<file path="src/hdl/tdk_pkg.sv">
`timescale 1ns / 1ps
`default_nettype none
// ----------------------------------------------------------------------------
// tdk_pkg
// Shared types and constants of the threshold debounce key event unit.
// ----------------------------------------------------------------------------
package tdk_pkg;

	localparam int NUM_CH      = 5;
	localparam int CH_BITS     = 3;
	localparam int SAMPLE_BITS = 10;
	localparam int DEB_BITS    = 16;
	localparam int KEY_BITS    = 8;
	localparam int NOW_BITS    = 32;
	localparam int IDX_BITS    = 3;
	localparam int CFG_BITS    = 16;

	// configuration register indexes
	localparam logic [IDX_BITS-1:0] CFG_THR_CH0  = 3'd0;
	localparam logic [IDX_BITS-1:0] CFG_THR_CH1  = 3'd1;
	localparam logic [IDX_BITS-1:0] CFG_THR_CH2  = 3'd2;
	localparam logic [IDX_BITS-1:0] CFG_THR_CH3  = 3'd3;
	localparam logic [IDX_BITS-1:0] CFG_THR_CH4  = 3'd4;
	localparam logic [IDX_BITS-1:0] CFG_DEBOUNCE = 3'd5;
	localparam logic [IDX_BITS-1:0] CFG_KEY_BASE = 3'd6;

	// reset values of the configuration registers
	localparam logic [SAMPLE_BITS-1:0] THR_RESET [NUM_CH] = '{
		10'd830, 10'd870, 10'd810, 10'd840, 10'd710
	};
	localparam logic [DEB_BITS-1:0] DEBOUNCE_RESET = 16'd50;
	localparam logic [KEY_BITS-1:0] KEY_BASE_RESET = 8'd4;

	// levels: bent reads 0, released reads 1
	localparam logic LEVEL_RELEASED = 1'b1;

	// what the lanes found for one input beat
	typedef struct packed {
		logic [NUM_CH-1:0] fire;
		logic [NUM_CH-1:0] level;
	} tdk_lane_res_t;

endpackage

`default_nettype wire

</file>
<file path="src/hdl/tdk_if.sv">
`timescale 1ns / 1ps
`default_nettype none
// ----------------------------------------------------------------------------
// tdk_if
// Valid/ready channels: sample beats in and key report beats out.
// ----------------------------------------------------------------------------
interface tdk_in_if;
	logic        valid;
	logic        ready;
	logic [9:0]  sample_ch0;
	logic [9:0]  sample_ch1;
	logic [9:0]  sample_ch2;
	logic [9:0]  sample_ch3;
	logic [9:0]  sample_ch4;
	logic [31:0] now_ms;

	modport source (
		output valid, sample_ch0, sample_ch1, sample_ch2, sample_ch3, sample_ch4, now_ms,
		input  ready
	);
	modport sink (
		input  valid, sample_ch0, sample_ch1, sample_ch2, sample_ch3, sample_ch4, now_ms,
		output ready
	);
endinterface

interface tdk_out_if;
	logic       valid;
	logic       ready;
	logic [2:0] channel;
	logic       pressed;
	logic [7:0] report_key;
	logic       last;

	modport source (
		output valid, channel, pressed, report_key, last,
		input  ready
	);
	modport sink (
		input  valid, channel, pressed, report_key, last,
		output ready
	);
endinterface

`default_nettype wire

</file>
<file path="src/hdl/threshold_debounce_key_events_unit.sv">
`timescale 1ns / 1ps
`default_nettype none
// ----------------------------------------------------------------------------
// threshold_debounce_key_events_unit
// Five-channel threshold key debouncer emitting press and release reports.
// ----------------------------------------------------------------------------
//  channel   dir  beat
//  samples   in   five 10-bit samples and a millisecond timestamp
//  reports   out  channel, pressed, report key, last flag
//  cfg_*     in   register write: index 0..4 thresholds, 5 debounce, 6 key base
//
// Five lanes judge a sample beat in the cycle it is accepted; a beat causing
// n reports sends them one per cycle from the output register when not stalled,
// and the next beat is taken in the cycle the last report is loaded. Reset
// sets the registers, lanes, pending events and output valid flag, but not the
// report payload or stored levels. A stalled reports channel holds the output
// register; while reports of a beat wait to be loaded it holds off sample beats.
// ----------------------------------------------------------------------------
module threshold_debounce_key_events_unit #(
	parameter int TIME_BITS = 32
) (
	input  wire                            clk,
	input  wire                            arst_n,
	input  wire                            cfg_we,
	input  wire [tdk_pkg::IDX_BITS-1:0]    cfg_index,
	input  wire [tdk_pkg::CFG_BITS-1:0]    cfg_data,
	tdk_in_if.sink                         samples,
	tdk_out_if.source                      reports
);
	import tdk_pkg::*;

	logic [SAMPLE_BITS-1:0] thr_q [NUM_CH];
	logic [DEB_BITS-1:0]    debounce_q;
	logic [KEY_BITS-1:0]    key_base_q;

	logic                   accept;
	logic                   take_ready;
	logic [TIME_BITS-1:0]   now;
	logic [SAMPLE_BITS-1:0] sample [NUM_CH];
	logic [NUM_CH-1:0]      fire;
	logic [NUM_CH-1:0]      level;
	tdk_lane_res_t          lanes;

	// configuration registers
	always_ff @(posedge clk or negedge arst_n) begin
		if (!arst_n) begin
			for (int i = 0; i < NUM_CH; i++) begin
				thr_q[i] <= THR_RESET[i];
			end
			debounce_q <= DEBOUNCE_RESET;
			key_base_q <= KEY_BASE_RESET;
		end else if (cfg_we) begin
			unique case (cfg_index)
				CFG_THR_CH0:  thr_q[0]   <= cfg_data[SAMPLE_BITS-1:0];
				CFG_THR_CH1:  thr_q[1]   <= cfg_data[SAMPLE_BITS-1:0];
				CFG_THR_CH2:  thr_q[2]   <= cfg_data[SAMPLE_BITS-1:0];
				CFG_THR_CH3:  thr_q[3]   <= cfg_data[SAMPLE_BITS-1:0];
				CFG_THR_CH4:  thr_q[4]   <= cfg_data[SAMPLE_BITS-1:0];
				CFG_DEBOUNCE: debounce_q <= cfg_data[DEB_BITS-1:0];
				CFG_KEY_BASE: key_base_q <= cfg_data[KEY_BITS-1:0];
				default: ;
			endcase
		end
	end

	// input beat handshake and payload
	assign samples.ready = take_ready;
	assign accept        = samples.valid && take_ready;
	assign now           = TIME_BITS'(samples.now_ms);
	assign sample[0]     = samples.sample_ch0;
	assign sample[1]     = samples.sample_ch1;
	assign sample[2]     = samples.sample_ch2;
	assign sample[3]     = samples.sample_ch3;
	assign sample[4]     = samples.sample_ch4;

	// one lane per channel
	for (genvar g = 0; g < NUM_CH; g++) begin : g_lane
		tdk_lane #(
			.TIME_BITS (TIME_BITS)
		) u_lane (
			.clk       (clk),
			.arst_n    (arst_n),
			.accept    (accept),
			.sample    (sample[g]),
			.now       (now),
			.threshold (thr_q[g]),
			.debounce  (debounce_q),
			.fire      (fire[g]),
			.level     (level[g])
		);
	end

	assign lanes.fire  = fire;
	assign lanes.level = level;

	// report serializer
	tdk_merge u_merge (
		.clk        (clk),
		.arst_n     (arst_n),
		.accept     (accept),
		.lanes      (lanes),
		.key_base   (key_base_q),
		.take_ready (take_ready),
		.reports    (reports)
	);

endmodule

`default_nettype wire

</file>
<file path="src/hdl/tdk_lane.sv">
`timescale 1ns / 1ps
`default_nettype none
// ----------------------------------------------------------------------------
// tdk_lane
// One channel: threshold compare, change timer and stable level tracking.
// ----------------------------------------------------------------------------
module tdk_lane #(
	parameter int TIME_BITS = 32
) (
	input  wire                              clk,
	input  wire                              arst_n,
	input  wire                              accept,
	input  wire [tdk_pkg::SAMPLE_BITS-1:0]   sample,
	input  wire [TIME_BITS-1:0]              now,
	input  wire [tdk_pkg::SAMPLE_BITS-1:0]   threshold,
	input  wire [tdk_pkg::DEB_BITS-1:0]      debounce,
	output logic                             fire,
	output logic                             level
);
	import tdk_pkg::*;

	logic                 raw_prev_q;
	logic                 stable_q;
	logic [TIME_BITS-1:0] change_time_q;
	logic                 raw;
	logic [TIME_BITS-1:0] elapsed;

	// raw level and elapsed time since the last raw change
	always_comb begin
		raw     = (sample > threshold) ? 1'b0 : 1'b1;
		elapsed = now - change_time_q;
		// a fresh change differs from the previous raw level and never reports
		fire    = (raw == raw_prev_q) && (elapsed > TIME_BITS'(debounce))
		          && (raw != stable_q);
		level   = raw;
	end

	// channel state, updated once per accepted beat
	always_ff @(posedge clk or negedge arst_n) begin
		if (!arst_n) begin
			raw_prev_q    <= LEVEL_RELEASED;
			stable_q      <= LEVEL_RELEASED;
			change_time_q <= '0;
		end else if (accept) begin
			raw_prev_q <= raw;
			if (raw != raw_prev_q) begin
				change_time_q <= now;
			end
			if (fire) begin
				stable_q <= raw;
			end
		end
	end

endmodule

`default_nettype wire

</file>
<file path="src/hdl/tdk_merge.sv">
`timescale 1ns / 1ps
`default_nettype none
// ----------------------------------------------------------------------------
// tdk_merge
// Collects the lane events of one beat and sends them out in channel order.
// ----------------------------------------------------------------------------
module tdk_merge (
	input  wire                            clk,
	input  wire                            arst_n,
	input  wire                            accept,
	input  wire tdk_pkg::tdk_lane_res_t    lanes,
	input  wire [tdk_pkg::KEY_BITS-1:0]    key_base,
	output logic                           take_ready,
	tdk_out_if.source                      reports
);
	import tdk_pkg::*;

	logic [NUM_CH-1:0]   mask_q;
	logic [NUM_CH-1:0]   level_q;
	logic                out_valid_q;
	logic [CH_BITS-1:0]  out_channel_q;
	logic                out_pressed_q;
	logic [KEY_BITS-1:0] out_key_q;
	logic                out_last_q;

	logic [CH_BITS-1:0]  pick;
	logic [NUM_CH-1:0]   rest;
	logic                load;

	// lowest pending channel and what stays after it
	always_comb begin
		pick = '0;
		for (int i = NUM_CH - 1; i >= 0; i--) begin
			if (mask_q[i]) begin
				pick = CH_BITS'(i);
			end
		end
		rest       = mask_q & (mask_q - NUM_CH'(1));
		load       = (mask_q != '0) && (!out_valid_q || reports.ready);
		take_ready = (mask_q == '0) || ((rest == '0) && load);
	end

	// pending events of the current beat
	always_ff @(posedge clk or negedge arst_n) begin
		if (!arst_n) begin
			mask_q <= '0;
		end else if (accept) begin
			mask_q <= lanes.fire;
		end else if (load) begin
			mask_q <= rest;
		end
	end

	always_ff @(posedge clk) begin
		if (accept) begin
			level_q <= lanes.level;
		end
	end

	// output register
	always_ff @(posedge clk or negedge arst_n) begin
		if (!arst_n) begin
			out_valid_q <= 1'b0;
		end else if (load) begin
			out_valid_q <= 1'b1;
		end else if (reports.ready) begin
			out_valid_q <= 1'b0;
		end
	end

	always_ff @(posedge clk) begin
		if (load) begin
			out_channel_q <= pick;
			out_pressed_q <= ~level_q[pick];
			out_key_q     <= level_q[pick] ? '0 : key_base + KEY_BITS'(pick);
			out_last_q    <= (rest == '0);
		end
	end

	assign reports.valid      = out_valid_q;
	assign reports.channel    = out_channel_q;
	assign reports.pressed    = out_pressed_q;
	assign reports.report_key = out_key_q;
	assign reports.last       = out_last_q;

endmodule

`default_nettype wire

</file>
<file path="src/flat_wrapper.sv">
// flat-port wrapper written by rule: the top's interface ports become plain ports
module threshold_debounce_key_events_unit_flat import tdk_pkg::*;
#(
	parameter int TIME_BITS = 32
)
  (clk, arst_n, cfg_we, cfg_index, cfg_data, samples_valid, samples_sample_ch0, samples_sample_ch1, samples_sample_ch2, samples_sample_ch3, samples_sample_ch4, samples_now_ms, samples_ready, reports_valid, reports_channel, reports_pressed, reports_report_key, reports_last, reports_ready);
  tdk_in_if samples_i ();
  tdk_out_if reports_i ();
  input  wire clk;
  input  wire arst_n;
  input  wire cfg_we;
  input  wire [tdk_pkg::IDX_BITS-1:0] cfg_index;
  input  wire [tdk_pkg::CFG_BITS-1:0] cfg_data;
  input wire logic [$bits(samples_i.valid)-1:0] samples_valid;
  input wire logic [$bits(samples_i.sample_ch0)-1:0] samples_sample_ch0;
  input wire logic [$bits(samples_i.sample_ch1)-1:0] samples_sample_ch1;
  input wire logic [$bits(samples_i.sample_ch2)-1:0] samples_sample_ch2;
  input wire logic [$bits(samples_i.sample_ch3)-1:0] samples_sample_ch3;
  input wire logic [$bits(samples_i.sample_ch4)-1:0] samples_sample_ch4;
  input wire logic [$bits(samples_i.now_ms)-1:0] samples_now_ms;
  output wire logic [$bits(samples_i.ready)-1:0] samples_ready;
  output wire logic [$bits(reports_i.valid)-1:0] reports_valid;
  output wire logic [$bits(reports_i.channel)-1:0] reports_channel;
  output wire logic [$bits(reports_i.pressed)-1:0] reports_pressed;
  output wire logic [$bits(reports_i.report_key)-1:0] reports_report_key;
  output wire logic [$bits(reports_i.last)-1:0] reports_last;
  input wire logic [$bits(reports_i.ready)-1:0] reports_ready;
  assign samples_i.valid = samples_valid;
  assign samples_i.sample_ch0 = samples_sample_ch0;
  assign samples_i.sample_ch1 = samples_sample_ch1;
  assign samples_i.sample_ch2 = samples_sample_ch2;
  assign samples_i.sample_ch3 = samples_sample_ch3;
  assign samples_i.sample_ch4 = samples_sample_ch4;
  assign samples_i.now_ms = samples_now_ms;
  assign samples_ready = samples_i.ready;
  assign reports_valid = reports_i.valid;
  assign reports_channel = reports_i.channel;
  assign reports_pressed = reports_i.pressed;
  assign reports_report_key = reports_i.report_key;
  assign reports_last = reports_i.last;
  assign reports_i.ready = reports_ready;
  threshold_debounce_key_events_unit #(.TIME_BITS(TIME_BITS)) u_core (.clk(clk), .arst_n(arst_n), .cfg_we(cfg_we), .cfg_index(cfg_index), .cfg_data(cfg_data), .samples(samples_i), .reports(reports_i));
endmodule
</file>
<file path="config.mk">
export PLATFORM = sky130hd
export DESIGN_NAME = threshold_debounce_key_events_unit_flat
export DESIGN_NICKNAME = d
export VERILOG_FILES = /design/src/hdl/tdk_pkg.sv /design/src/hdl/tdk_if.sv /design/src/hdl/threshold_debounce_key_events_unit.sv /design/src/hdl/tdk_lane.sv /design/src/hdl/tdk_merge.sv /design/src/flat_wrapper.sv
export SDC_FILE = /design/constraint.sdc
export NUM_CORES = 1
export LEC_CHECK = 0
export ABC_AREA = 1
export BUFFER_PORTS_ARGS = -buffer_cell sky130_fd_sc_hd__clkbuf_2
export CAP_MARGIN = 20
export CORE_MARGIN = 3
export CORE_UTILIZATION = 60
export DETAILED_ROUTE_END_ITERATION = 6
export PLACE_DENSITY = 0.78
export SETUP_SLACK_MARGIN = 0.4
export SYNTH_ARGS = -nofsm -noshare
export SYNTH_HDL_FRONTEND = slang
export SYNTH_HIERARCHICAL = 1
export SYNTH_SLANG_ARGS = --single-unit
export TNS_END_PERCENT = 50
</file>
<file path="constraint.sdc">
create_clock -name clk -period 4.3 [get_ports clk]
set_clock_uncertainty 0.15 [all_clocks]
set_input_delay 0.215 -clock clk [delete_from_list [all_inputs] [get_ports clk]]
set_output_delay 0.215 -clock clk [all_outputs]
set_load 0.1 [all_outputs]
</file>
# Word level (Yosys, flattened, before mapping)
# Cells that the tools add are included.
[word_totals] reg_bits=268 input_bits=106 out_inout_bits=15 wordCells=125
[classes] n_addsub=7 n_lt_le_gt_ge=11 n_eq_ne=21 muxes=16 bitwise_logic=2 n_reduce_logical=39
[ops] op="$gt 32x16->1" n=5
[ops] op="$sub 32x32->32" n=5
[ops] op="$gt 10x10->1" n=5
[ops] op="$reduce_and 2->1" n=17
[ops] op="$mux 3" n=5
[ops] op="$logic_and 1x1->1" n=13
[ops] op="$logic_not 5->1" n=2
[ops] op="$mux 5" n=2
[ops] op="$ne 1x1->1" n=10
[ops] op="$eq 3x3->1 const B" n=3
[ops] op="$add 8x3->8" n=1
[ops] op="$mux 1" n=8
[ops] op="$eq 3x2->1 const B" n=2
[ops] op="$and 5x5->5" n=1
[ops] op="$eq 1x1->1" n=5
[ops] op="$reduce_bool 5->1" n=1
[ops] op="$sub 5x1->5 const B" n=1
[ops] op="$lt 3x4->1 const B" n=1
[ops] op="$reduce_bool 2->1" n=2
[ops] op="$bmux 1 s3" n=1
[ops] op="$eq 3x1->1 const B" n=1
[ops] op="$logic_not 3->1" n=1
[ops] op="$logic_or 1x1->1" n=2
[ops] op="$logic_not 1->1" n=1
[ops] op="$not 1->1" n=1

# Longest topological paths before layout
[depth] depth_word=8 ltp_mapped=25 ltp_nobuf=25

# Cells and area by module
# The synthesis kept the hierarchy.
[by_module_without_submodules] mod="tdk_lane at u_core.g_lane[0].u_lane ..." instances=4 cells_each=794 area_each_um2=4648.2
[by_module_without_submodules] mod="tdk_lane at u_core.g_lane[1].u_lane" instances=1 cells_each=798 area_each_um2=4609.4
[by_module_without_submodules] mod="threshold_debounce_key_events_unit" instances=1 cells_each=333 area_each_um2=2940.3
[by_module_without_submodules] mod="tdk_merge" instances=1 cells_each=141 area_each_um2=1283.7

# Worst setup path after synthesis
# No wires, ideal clock.
[synth_timing] kind="register to register" from="register u_core.u_merge.out_valid_q, in the netlist u_core/u_merge/reports.valid" to="register u_core.g_lane[0].u_lane.change_time_q[10]" setup_time_ps=121 arrival_time_ps=4701 setup_slack_ps=-673 path_stages_with_launch=11 period_less_slack_ps=4973 path_cell_list="dfrtp_1 > nand2_1 > nand2_2 > o21ai_0 > nand2_1 > inv_1 > nand3b_1 > buf_6 > buf_6 > nor2_1 > a21oi_2"
[synth_between] elab_chain_cells=7
[synth_rtl] element="start: declaration" line_no="tdk_merge.sv:20" text="logic out_valid_q;"
[synth_rtl] element="start signal: assignment" line_no="tdk_merge.sv:63" text="out_valid_q <= 1'b0;"
[synth_rtl] element="start signal: assignment" line_no="tdk_merge.sv:65" text="out_valid_q <= 1'b1;"
[synth_rtl] element="start signal: assignment" line_no="tdk_merge.sv:67" text="out_valid_q <= 1'b0;"
[synth_rtl] element="$logic_not 1->1" line_no="tdk_merge.sv:39" text="load = (mask_q != '0) && (!out_valid_q || reports.ready);"
[synth_rtl] element="$logic_or 1x1->1" line_no="tdk_merge.sv:39"
[synth_rtl] element="$logic_and 1x1->1" line_no="tdk_merge.sv:39"
[synth_rtl] element="$logic_and 1x1->1" line_no="tdk_merge.sv:40" text="take_ready = (mask_q == '0) || ((rest == '0) && load);"
[synth_rtl] element="$logic_or 1x1->1" line_no="tdk_merge.sv:40"
[synth_rtl] element="named net samples_ready" line_no="flat_wrapper.sv:21" text="output wire logic [$bits(samples_i.ready)-1:0] samples_ready;"
[synth_rtl] element="$logic_and 1x1->1" line_no="threshold_debounce_key_events_unit.sv:68" text="assign accept = samples.valid && take_ready;"
[synth_rtl] element="named net u_core.accept" line_no="threshold_debounce_key_events_unit.sv:36" text="logic accept;"
[synth_rtl] element="$reduce_and 2->1 (no source line)"
[synth_rtl] element="end signal: assignment" line_no="tdk_lane.sv:47" text="change_time_q <= now;"
[synth_rtl] element="end: declaration" line_no="tdk_lane.sv:24" text="logic [TIME_BITS-1:0] change_time_q;"
# The timed path passes the listed nets, and every way through them passes these cells.
# A chain may end at the register's enable or synchronous reset.

# Final worst setup path
[layout_timing] from="input port samples_now_ms[10]" to="register u_core.u_merge.mask_q[1]"
[layout_between] elab_chain_cells=5
[layout_rtl] element="start: declaration" line_no="flat_wrapper.sv:20" text="input wire logic [$bits(samples_i.now_ms)-1:0] samples_now_ms;"
[layout_rtl] element="$sub 32x32->32" line_no="tdk_lane.sv:31" text="elapsed = now - change_time_q;"
[layout_rtl] element="$gt 32x16->1" line_no="tdk_lane.sv:33" text="fire = (raw == raw_prev_q) && (elapsed > TIME_BITS'(debounce))"
[layout_rtl] element="$logic_and 1x1->1" line_no="tdk_lane.sv:33"
[layout_rtl] element="$logic_and 1x1->1" line_no="tdk_lane.sv:34" text="&& (raw != stable_q);"
[layout_rtl] element="named net u_core.fire[1]" line_no="threshold_debounce_key_events_unit.sv:40" text="logic [NUM_CH-1:0] fire;"
[layout_rtl] element="$mux 5" line_no="tdk_merge.sv:47" text="end else if (accept) begin"
[layout_rtl] element="end signal: assignment" line_no="tdk_merge.sv:48" text="mask_q <= lanes.fire;"
[layout_rtl] element="end signal: assignment" line_no="tdk_merge.sv:50" text="mask_q <= rest;"
[layout_rtl] element="end: declaration" line_no="tdk_merge.sv:18" text="logic [NUM_CH-1:0] mask_q;"
# The timed path passes the listed nets, and every way through them passes these cells.

==> impl_metrics.py <==
metrics = {
    "die": {
        "io_pins": 121,
        "core-area_um2": 44700,
        "die_y_um": 220,
        "die-area_um2": 48300,
        "fp-row-count": 77,
        "die_w_um": 220,
        "start_util": 0.614,
    },
    "power": {
        "powerDensity_nw_per_um2": 738,
        "power_frac_clock": 0.127,
        "switchingPower_w": 0.0118,
        "p_leak_nw": 18.3,
        "seqPwrFrac": 0.190,
        "p_sw_frac": 0.529,
        "p_comb_frac": 0.683,
        "peakVddDrop_mv": 1.28,
        "internal_power_w": 0.0105,
    },
    "cells_and_area": {
        "diodes": 0,
        "layout_commonest_cell": "nand2_1",
        "nNetsFinal": 5027,
        "drive_gt1_frac": 0.0905,
        "finalInstanceArea_um2": 30200,
        "layout_common_cells": "nand2_1 (1579), inv_1 (964), nor2_1 (436)",
        "nFillCells": 4193,
        "multiInputGateArea_um2": 16600,
        "regArea_um2": 6850,
        "synthToLayoutAreaGrowth_pct": 10.2,
    },
    "synthesis": {
        "synth.area.mux_share": 0.000411,
        "synth_adder_area_share": 0.135,
        "synth_edf_count": 18,
        "synthXorXnorAreaFrac": 0.0243,
        "syn_inst": 4448,
        "synth_area_um2": 27400,
        "synth_area_per_cell_um2": 6.17,
        "ys_ff_latch": 268,
        "synthArstFlopShare": 0.933,
        "synth_compound_area_frac": 0.0791,
        "synth_seq_area_share": 0.250,
        "yosys.area_share.simple": 0.364,
        "synth_top_flop_cell": "dfrtp_1",
        "yosys_warnings": 6,
        "syn-num-nets": 4847,
        "synth_cell_types": 45,
        "synth_top_family_by_area": "simple AND/OR/NAND/NOR gates",
    },
    "sta": {
        "final_hold_viol_count": 0,
        "relSlewSlack": 0.368,
        "fin_crit_sh": 0.849,
        "fmax_mhz": 274,
        "setup_tns_ps": 0,
        "fin_crit_ps": 3650,
        "tightest_slew_ps": 947,
        "final_max_slew_viol_count": 0,
        "finalSetupViolations": 0,
        "rsz0062_at_grt": "yes",
    },
    "setup_path": {
        "cp_top_family": "simple AND/OR/NAND/NOR gates",
        "cp.depth": 25,
        "cp_num_buf_inv": 4,
        "worst-endpoint-required_ps": 4600,
        "r2r_setup_slack_ps": 840,
        "cpMostUsedCell": "nand2_1",
        "r2r_cells": 21,
        "cp_max_fo": 10,
        "endpoint_kind": "flop",
        "critPathKind": "input pin to flop",
        "startpoint_type": "input pin",
        "r2r-end": "u_core/u_merge/mask_q[0]$_DFFE_PN0P_",
        "arrival_ps": 3950,
        "r2r-start": "u_core/g_lane[0].u_lane/change_time_q[0]$_DFFE_PN0P_",
        "critPathSlowestCell": "dlygate4sd3_1",
        "slowest_delay_ps": 560,
    },
    "global_routing": {
        "grt_start_max_net_pins": 108,
        "gr-total-overflow": 0,
        "grt_pass1_vias": 24800,
        "antenna_found_initial": 3,
        "grt_pass1_wl_mm": 130,
        "grt_use_total": 0.340,
    },
    "detailed_routing": {
        "antenna_left": 0,
        "drc_errors": 0,
        "routed_wirelength_mm": 83.1,
        "drtIter0Drc": 2509,
        "num_vias": 27300,
        "wl_per_cell_um": 15.8,
        "viasPerCell": 5.20,
        "first_pass_iters": 7,
    },
    "clock_tree": {
        "cts.sinks": 268,
        "root_buffer": "clkbuf_16",
        "htree_levels": 1,
        "postCtsSetupBuffers": 0,
        "cts_tree": "yes",
        "clkTransAtPathRegs_ps": 60,
        "clk_latency_ps": 600,
        "clock_path_buffers": 3,
        "cts_inserted_buffers": 31,
    },
    "worst_hold_path": {
        "hold_path_class": "input pin to flop",
        "holdPathEnd": "u_core/g_lane[0].u_lane/change_time_q[4]$_DFFE_PN0P_",
        "holdCritStartpoint": "samples_now_ms[4]",
        "holdPathStages": 3,
    },
    "place": {
        "place_area_um2": 28600,
        "portBuffers": 120,
        "dp_hpwl_mm": 63.6,
        "gp_congestion": 1.04,
    },
    "status": {
        "status": "complete, no violations",
    },
    "run": {
        "maxCapViolations": 0,
    },
}
## state kept, by name (all words and copies together) (netlist names)
| register | cells |
|---|---|
| u_core/u_merge/level_q | 5 |
| u_core/g_lane.u_lane/change_time_q | 160 |
| u_core/u_merge/reports.report_key | 8 |
| u_core/u_merge/reports.last | 1 |
| u_core/g_lane.u_lane/stable_q | 5 |
| u_core/thr_q | 50 |
| u_core/u_merge/reports.valid | 1 |
| u_core/key_base_q | 8 |
| u_core/g_lane.u_lane/raw_prev_q | 5 |
| u_core/u_merge/mask_q | 5 |
| u_core/u_merge/reports.channel | 3 |
| u_core/debounce_q | 16 |
| u_core/u_merge/reports.pressed | 1 |
## cell type report
| cell class | count | area share |
|---|---|---|
| Multi-Input combinational cell | 3158 | 0.548 |
| Sequential cell | 268 | 0.227 |
| Inverter | 978 | 0.121 |
| Timing Repair Buffer | 191 | 0.0432 |
| Clock buffer | 42 | 0.0301 |
| Tap cell | 592 | 0.0245 |
| Clock inverter | 16 | 0.00613 |
## synthesized netlist by cell type, types with 6 or more instances
master    number  area (um^2)
nor3_2         8         80.1
o21bai_1       6         45.0
fa_1           6          120
inv_1        964         3620
buf_6         20          225
nor2_2        19          119
o21ai_1       10         50.1
nand4_1       47          294
nand2_2       55          344
a21oi_2       60          526
nand3b_1      12         90.1
nand3_1      197          986
dfstp_2       41         1080
buf_2         19         95.1
and2_1        23          144
inv_2         13         48.8
nand3_2        8         80.1
edfxtp_1      18          541
xnor2_1        9         78.8
xor2_1        67          587
a21oi_1      230         1150
nand2_1     1579         5930
dfrtp_1      209         5230
ha_1         287         3590
and3_1         8         50.1
nor3_1        11         55.1
o21ai_0       37          185
nor2_1       436         1640
## worst max path at each step
stage / start / to / slack [ps]
3_5_place_dp: samples_now_ms[0] / u_core/u_merge/mask_q[3]$_DFFE_PN0P_ / 660
3_3_place_gp: samples_now_ms[0] / u_core/u_merge/mask_q[3]$_DFFE_PN0P_ / 730
6_report: samples_now_ms[10] / u_core/u_merge/mask_q[1]$_DFFE_PN0P_ / 650
4_1_cts: samples_now_ms[10] / u_core/u_merge/mask_q[1]$_DFFE_PN0P_ / 740
5_1_grt: samples_now_ms[2] / u_core/u_merge/mask_q[0]$_DFFE_PN0P_ / 380
2_1_floorplan: u_core/u_merge/reports.valid$_DFFE_PN0P_ / u_core/g_lane[0].u_lane/change_time_q[10]$_DFFE_PN0P_ / 700
## worst register-to-register path, stage by stage (launching register included)
cell and delay (ps):
dfrtp_1 380, ha_1 220, fa_1 420, inv_1 120, nand2_1 60, nand2_1 90, nand4_1 150, nand3_2 150
xor2_1 80, ha_1 280, nand2_1 70, nor3_1 220, nand3_1 100, nand2_1 80, nand3_1 70, nor2_1 110
nand2_1 60, nor2_1 80, nand2_1 130, and2_1 170, nand2_1 100, o31ai_4 70
## metal layers
layer,up-vias,part of all wire,track usage
li1,13900,-,-
met2,989,0.44,0.546
met5,-,0,0
met1,12300,0.44,0.466
met4,0,0.044,0.127
met3,172,0.083,0.0506
## stage by stage
stage / total power [W] / hold slack, ps / instances / utilization / setup WS (ps)
4_1_cts: 0.0221 / 3.00 / 5245 / 0.676 / 743
3_5_place_dp: 0.0191 / 166 / 5132 / 0.639 / 659
6_report: 0.0223 / 43.9 / 5245 / 0.676 / 651
2_1_floorplan: 0.0158 / -231 / 4448 / - / 704
3_3_place_gp: 0.0188 / 162 / 5132 / 0.639 / 728
5_1_grt: 0.0245 / 31.9 / 5245 / 0.676 / 378
## cell families after synthesis
kind of cell | count (synthesis)
AOI/OAI and AO/OA | 365
muxes | 1
DFF | 268
buffers and inverters | 1022
and+or+nand+nor | 2423
xor gates and xnor gates | 76
adders and majority gates | 293
## what timing repair did
item / CTS / global route
endpoints found under the setup margin: 0 / 2
hold endpoints to repair: 231 / 0
hold buffers: 55 / 0
resized for setup: 0 / 4
## power groups by stage
stage	Sequential, W	Combinational [W]	Clock (W)
detailed placement	0.00426	0.0148	0
floorplan	0.00455	0.0113	0
global route	0.00433	0.0172	0.00297
CTS	0.00423	0.0150	0.00288
global placement	0.00424	0.0146	0
finish	0.00424	0.0152	0.00282
Note: power is estimated with default switching activity, not from simulation.
